--- src/design/rde_pkg.sv ---
// shared types, command codes and constants of the raster draw engine
`timescale 1ns / 1ps
package rde_pkg;

    // default geometry and queue size
    localparam int SCREEN_WIDTH_DEF = 84;
    localparam int PAGE_ROWS_DEF    = 6;
    localparam int QUEUE_DEPTH_DEF  = 4;

    // coordinate width, signed, wide enough for every shape corner
    localparam int CW         = 12;
    localparam int CELL_BYTES = 6;

    // command codes on the input channel
    localparam logic [3:0] CMD_CLEAR      = 4'd0;
    localparam logic [3:0] CMD_PIXEL      = 4'd1;
    localparam logic [3:0] CMD_LINE       = 4'd2;
    localparam logic [3:0] CMD_RECT       = 4'd3;
    localparam logic [3:0] CMD_FILLRECT   = 4'd4;
    localparam logic [3:0] CMD_CIRCLE     = 4'd5;
    localparam logic [3:0] CMD_FILLCIRCLE = 4'd6;
    localparam logic [3:0] CMD_INVROW     = 4'd7;
    localparam logic [3:0] CMD_INVCELL    = 4'd8;
    localparam logic [3:0] CMD_SHL        = 4'd9;
    localparam logic [3:0] CMD_SHR        = 4'd10;
    localparam logic [3:0] CMD_READ       = 4'd11;

    typedef logic signed [CW-1:0] coord_t;

    typedef enum logic [3:0] {
        OP_CLEAR, OP_PIXEL, OP_LINE, OP_RECT, OP_FILLRECT, OP_CIRCLE,
        OP_FILLCIRCLE, OP_INVROW, OP_INVCELL, OP_SHL, OP_SHR, OP_READ, OP_NOP
    } op_t;

    typedef struct packed {
        op_t        op;
        logic [7:0] xa;
        logic [7:0] ya;
        logic [7:0] xb;
        logic [7:0] yb;
        logic [6:0] radius;
        logic [8:0] byte_address;
    } cmd_t;

    // push group from the front end into the queue
    typedef struct packed {
        logic valid;
        cmd_t cmd;
    } push_t;

    typedef enum logic [2:0] {
        B_CLEAR, B_IDLE, B_STEP, B_WR, B_RESP
    } bstate_t;

    typedef enum logic [2:0] {
        MK_NONE, MK_OR, MK_INV, MK_COPY, MK_ZERO, MK_READ
    } memop_t;

    function automatic coord_t u2c(input logic [7:0] v);
        return coord_t'({1'b0, v});
    endfunction

endpackage

--- src/design/rde_cmd_queue.sv ---
// short command queue between front end and drawing back end
`timescale 1ns / 1ps
module rde_cmd_queue
    import rde_pkg::*;
#(
    parameter int DEPTH = QUEUE_DEPTH_DEF
) (
    input  logic  aclk,
    input  logic  aresetn,
    input  push_t push,
    input  logic  pop,
    output cmd_t  head,
    output logic  empty,
    output logic  full
);

    localparam int PW = (DEPTH > 1) ? $clog2(DEPTH) : 1;

    cmd_t          slot_reg [DEPTH];
    logic [PW-1:0] wr_ptr_reg, wr_ptr_next;
    logic [PW-1:0] rd_ptr_reg, rd_ptr_next;
    logic [PW:0]   cnt_reg, cnt_next;

    assign empty = (cnt_reg == '0);
    assign full  = (cnt_reg == (PW+1)'(DEPTH));
    assign head  = slot_reg[rd_ptr_reg];

    always_comb begin
        wr_ptr_next = wr_ptr_reg;
        rd_ptr_next = rd_ptr_reg;
        cnt_next    = cnt_reg;
        if (push.valid) begin
            wr_ptr_next = (wr_ptr_reg == PW'(DEPTH - 1)) ? '0 : wr_ptr_reg + 1'b1;
        end
        if (pop) begin
            rd_ptr_next = (rd_ptr_reg == PW'(DEPTH - 1)) ? '0 : rd_ptr_reg + 1'b1;
        end
        if (push.valid && !pop) begin
            cnt_next = cnt_reg + 1'b1;
        end else if (!push.valid && pop) begin
            cnt_next = cnt_reg - 1'b1;
        end
    end

    always_ff @(posedge aclk) begin
        if (!aresetn) begin
            wr_ptr_reg <= '0;
            rd_ptr_reg <= '0;
            cnt_reg    <= '0;
        end else begin
            wr_ptr_reg <= wr_ptr_next;
            rd_ptr_reg <= rd_ptr_next;
            cnt_reg    <= cnt_next;
        end
    end

    always_ff @(posedge aclk) begin
        if (push.valid) begin
            slot_reg[wr_ptr_reg] <= push.cmd;
        end
    end

endmodule

--- config.mk ---
export PLATFORM = sky130hd
export DESIGN_NAME = rde_cmd_queue
export DESIGN_NICKNAME = d
export VERILOG_FILES = /design/src/design/rde_pkg.sv /design/src/design/rde_cmd_queue.sv
export SDC_FILE = /design/constraint.sdc
export NUM_CORES = 1
export LEC_CHECK = 0
export BUFFER_PORTS_ARGS = -buffer_cell sky130_fd_sc_hd__buf_4
export CAP_MARGIN = 20
export CORE_ASPECT_RATIO = 0.5
export CORE_MARGIN = 2
export CORE_UTILIZATION = 57
export DETAILED_ROUTE_END_ITERATION = 7
export GPL_TIMING_DRIVEN = 0
export HOLD_SLACK_MARGIN = 0.02
export PLACE_DENSITY = 0.9
export SYNTH_ARGS = -nofsm -noshare
export SYNTH_HDL_FRONTEND = slang
export SYNTH_SLANG_ARGS = --single-unit
--- constraint.sdc ---
create_clock -name aclk -period 2.7 [get_ports aclk]
set_input_delay 0.27 -clock aclk [delete_from_list [all_inputs] [get_ports aclk]]
set_output_delay 0.27 -clock aclk [all_outputs]
set_load 0.02 [all_outputs]
; ---- Yosys cells after proc, flatten, opt, wreduce, memory -nomap -nowiden
; Memory sizes are Yosys's and may differ from the RTL's. A register that Yosys moved wholly into a read port is not among the register bits.
; Cells that the tools add are included.
[op_classes]
addsub = 4
multipliers = 0
div_mod_pow = 0
magnitude_cmp = 0
n_eq_ne = 3
shifts = 0
muxes = 8
bitwise = 0
n_reduce_logical = 6
[op_table]
columns = operator, count
row1 = 2-bit two-way mux, 4
row2 = 3-bit two-way mux, 2
row3 = "2-bit by 1-bit adder with 2-bit output, second input constant", 2
row4 = "2-bit == test, second input constant", 2
row5 = "3-bit by 1-bit adder with 3-bit output, second input constant", 1
row6 = "3-bit == test, second input constant", 1
row7 = 3-bit logical NOT, 1
row8 = "3-bit by 1-bit subtractor with 3-bit output, second input constant", 1
row9 = 1-bit logical AND, 2
row10 = 1-bit logical NOT, 2
row11 = 1-bit two-way mux, 2
row12 = 2-bit nonzero test, 1
[word_totals]
ff_bits = 7
latchBits = 0
ramBits = 208
rom_bits = 0
out_inout_bits = 54
wordCells = 25
memories = 1
[mem_list]
columns = memory, words, word_bits, rd, rd_ports_with_merged_regs, write_ports, line_no
row1 = slot_reg, 4, 52, 1, 1, 1, rde_cmd_queue.sv:19  ; cmd_t slot_reg [DEPTH];

; ---- Longest topological paths before layout
[depth]
depth_word = 4
ltp_mapped = 7
mapped_depth_nobuf = 7

; ---- Least setup slack after synthesis
; Ideal clock, no wire load.
[synth_path]
path_kind = reg2reg
from = register wr_ptr_reg[0]
to = memory slot_reg[3][0] in the netlist's numbering (enable)
t_arrival_ps = 1787
path_slack_ps = 499
path_stages_with_launch = 3
path_buffers = 0
period_less_slack_ps = 2201
cell_sequence = dfxtp_1 -> ha_1 -> and2_1
[synth_rtl]
columns = item, line_no
row1 = from (decl), rde_cmd_queue.sv:20  ; logic [PW-1:0] wr_ptr_reg, wr_ptr_next;
row2 = from (signal assigned), rde_cmd_queue.sv:51  ; wr_ptr_reg <= wr_ptr_next;
row3 = to (decl), rde_cmd_queue.sv:19
; Straight into the memory's write port.

==> results.sh <==
export IMPL_drt_initial_drc_count=359
export IMPL_dpl_instance_area_um2=9170
export IMPL_critical_path_top_delay_family="buffers and inverters"
export IMPL_cts_max_level=1
export IMPL_grt_pass1_vias=4056
export IMPL_dr_pass1_iters=5
export IMPL_post_route_worst_setup_slack_ns=0.367
export IMPL_area_delta_synth_final_pct=27.5
export IMPL_ys_warn_count=0
export IMPL_placement_rows=30
export IMPL_number_of_maximum_capacitance_constraint_violations=0
export IMPL_grt_ovfl_total=0
export IMPL_postSynthNetCount=379
export IMPL_grt_antenna_before_repair=0
export IMPL_post_synth_cell_types=23
export IMPL_wirelength_um=14400
export IMPL_finalClockSkew_ns=0.0120
export IMPL_pin_count_of_the_biggest_net_entering_global_routing=36
export IMPL_coreArea_um2=13700
export IMPL_ir_worst_vdd_mv=0.356
export IMPL_outcome="completed"
export IMPL_post_synth_cell_area_avg_um2=25.4
export IMPL_startpoint_type="register"
export IMPL_largest_reg_flops=208
export IMPL_via_per_inst=5.42
export IMPL_layoutNonFillerInstCount=707
export IMPL_nFillCells=778
export IMPL_die_w_um=172
export IMPL_cts_tree="done"
export IMPL_synth_cells=316
export IMPL_rr_startpoint="wr_ptr_reg[0]"
export IMPL_cts_path_max_buffers=3
export IMPL_numPortBuffers=109
export IMPL_count_of_cells_along_the_worst_register_to_register_path=3
export IMPL_hpwlAfterDp_um=8360
export IMPL_min_path_type="input port to register"
export IMPL_period_minus_slack_ns=2.33
export IMPL_numCtsBuffers=19
export IMPL_worst_slew_pin_slew_ns=0.689
export IMPL_post_route_cells_drive_above_1_share_pct=39.2
export IMPL_clk_latency_ns=0.49
export IMPL_grtUsageTotal_pct=19.7
export IMPL_top_level_ports=110
export IMPL_die_area_um2=15100
export IMPL_worstPathBufferInverterCount=3
export IMPL_initial_utilization_pct=58.7
export IMPL_place_gp_congestion=0.696
export IMPL_nNetsFinal=565
export IMPL_r2r_end="slot_reg[3][14]"
export IMPL_layout_area_seq_um2=6430
export IMPL_end_point_of_the_worst_hold_path="cnt_reg[0]"
export IMPL_leakage_nw=3.53
export IMPL_postCtsSetupBuffers=0
export IMPL_ant_nets=0
export IMPL_path_cells="clkbuf_1, buf_2, mux4_2, buf_4"
export IMPL_cp_required_ns=2.43
export IMPL_grt_setup_unrepaired="false"
export IMPL_period_share_pct=86.4
export IMPL_final_core_util_pct=74.9
export IMPL_dp_worst_setup_slack_ns=0.882
export IMPL_num_vias=3829
export IMPL_final_cell_area_um2=10200
export IMPL_wire_length_per_cell_after_detailed_routing_um=20.4
export IMPL_placed_cells_incl_taps=621
export IMPL_crit_path_max_incr_delay_ns=0.38
export IMPL_drv_slew=0
export IMPL_report_final_setup_viol=0
export IMPL_cts_repair_resized=0
export IMPL_criticalPathCategory="register to output pin"
export IMPL_post_cts_hold_buffer_count=52
export IMPL_post_route_drc_count=0
export IMPL_cell_type_of_the_slowest_stage_on_the_worst_timing_path="sky130_fd_sc_hd__mux4_2"
export IMPL_report_final_hold_viol_count=0
export IMPL_critical_path_peak_fanout=10
export IMPL_clk_root_buffer_cell="sky130_fd_sc_hd__clkbuf_16"
export IMPL_antenna_cells_inserted=0
export IMPL_critPathCaptureType="output pin"
export IMPL_timing_slew_headroom_pct=54.1
export IMPL_rrSetupSlack_ns=0.90
export IMPL_critPathArrivalTime_ns=2.06
export IMPL_die_height_um=87.9
export IMPL_number_of_stages_on_the_worst_hold_path=2
export IMPL_power_density_nw_per_um2=705
export IMPL_ys_seq_elements=217
export IMPL_clkSlewWorstSetupHoldPaths_ns=0.06
export IMPL_multi_input_area_um2=1450
export IMPL_max_clock_freq_mhz=429
export IMPL_clkSinkCount=217
export IMPL_grt_first_pass_wirelength_um=21900
export IMPL_synth_area_um2=8020
export IMPL_synth_seq_area_share_pct=80.1
export IMPL_min_delay_start="aresetn"
cell usage after synthesis:
cell | instances | area share, %
sky130_fd_sc_hd__nor3b_1 | 1 | 0.094
sky130_fd_sc_hd__buf_12 | 5 | 1.2
sky130_fd_sc_hd__o21ai_0 | 1 | 0.062
sky130_fd_sc_hd__edfxtp_1 | 208 | 78
sky130_fd_sc_hd__mux2i_1 | 4 | 0.50
sky130_fd_sc_hd__ha_1 | 6 | 0.94
sky130_fd_sc_hd__a21boi_0 | 1 | 0.094
sky130_fd_sc_hd__buf_2 | 5 | 0.31
sky130_fd_sc_hd__and2_1 | 5 | 0.39
sky130_fd_sc_hd__xor2_1 | 1 | 0.11
sky130_fd_sc_hd__xnor2_1 | 1 | 0.11
sky130_fd_sc_hd__o21a_1 | 1 | 0.094
sky130_fd_sc_hd__clkbuf_1 | 1 | 0.047
sky130_fd_sc_hd__nor2_1 | 1 | 0.047
sky130_fd_sc_hd__buf_6 | 1 | 0.14
sky130_fd_sc_hd__mux4_1 | 2 | 0.66
sky130_fd_sc_hd__mux4_2 | 50 | 14
sky130_fd_sc_hd__dfxtp_1 | 9 | 2.2
sky130_fd_sc_hd__nor3_1 | 2 | 0.12
sky130_fd_sc_hd__or3_1 | 1 | 0.078
sky130_fd_sc_hd__inv_1 | 4 | 0.19
sky130_fd_sc_hd__fa_1 | 1 | 0.25
sky130_fd_sc_hd__nor2b_1 | 5 | 0.39
layout make-up:
class | instances | share of cell area, %
sequential | 217 | 62.8
multi-input combinational | 83 | 14.1
timing repair buffer | 165 | 13.9
clock buffer | 21 | 4.72
tap | 192 | 2.35
buffer | 12 | 1.37
clock inverter | 13 | 0.599
inverter | 4 | 0.147
per-stage QoR:
stage                     power [mW]  hold WS (ns)  setup TNS, ns
after floorplan                 4.44         0.369              0
after global placement          4.78         0.469         -74.60
after detailed placement        4.81         0.474              0
after CTS                       7.25        0.0434              0
after global routing            7.44        0.0695              0
final                           7.21        0.0553              0
layout by cell type (no fill, tap or decap), types with 6 or more instances in the layout:
master and n:
sky130_fd_sc_hd__ha_1 6, sky130_fd_sc_hd__buf_4 109, sky130_fd_sc_hd__edfxtp_1 208, sky130_fd_sc_hd__buf_12 9, sky130_fd_sc_hd__dlygate4sd3_1 52, sky130_fd_sc_hd__clkbuf_16 19, sky130_fd_sc_hd__dfxtp_1 9, sky130_fd_sc_hd__mux4_2 50
sky130_fd_sc_hd__clkinv_1 8
cells by family (layout without fill, tap and decap cells):
| logic type | Yosys count | after routing | share of synthesized area [%] |
|---|---|---|---|
| DFF | 217 | 217 | 80.1 |
| adders and majority gates | 7 | 7 | 1.19 |
| xor gates and xnor gates | 2 | 2 | 0.218 |
| and+or+nand+nor | 15 | 15 | 1.12 |
| buffers and inverters | 16 | 215 | 1.93 |
| AOI/OAI and AO/OA | 3 | 3 | 0.250 |
| muxes | 56 | 56 | 15.2 |
layer usage:
| layer | vias to the layer above | wire [um] | global-route usage (%) |
|---|---|---|---|
| li1 | 1714 | - | - |
| met1 | 1999 | 6200 | 26.8 |
| met2 | 96 | 7450 | 34.4 |
| met3 | 20 | 508 | 3.25 |
| met4 | 0 | 242 | 4.66 |
| met5 | - | 0 | 0 |
where the power goes:
part | switching, mW | internal (mW)
Clock | 1.12 | 1.29
Combinational | 0.452 | 0.450
Sequential | 0.0455 | 3.85
Total | 1.62 | 5.59
worst register-to-register path, cell delays in order (launching register included):
cell,delay [ns]
sky130_fd_sc_hd__dfxtp_1,0.41
sky130_fd_sc_hd__ha_1,0.18
sky130_fd_sc_hd__and2_2,0.60
sky130_fd_sc_hd__buf_12,0.30
worst max-delay path by stage:
| stage | end | slack [ns] | cells past startpoint |
|---|---|---|---|
| 2_1_floorplan | slot_reg[3][0] | 0.50 | 2 |
| 3_3_place_gp | slot_reg[2][34] | -0.38 | 3 |
| 5_1_grt | head[10] | 0.31 | 4 |
| 4_1_cts | head[27] | 0.38 | 4 |
| 6_report | head[10] | 0.37 | 4 |
| 3_5_place_dp | slot_reg[3][51] | 0.88 | 3 |
Power figures use the tool's default switching activity.
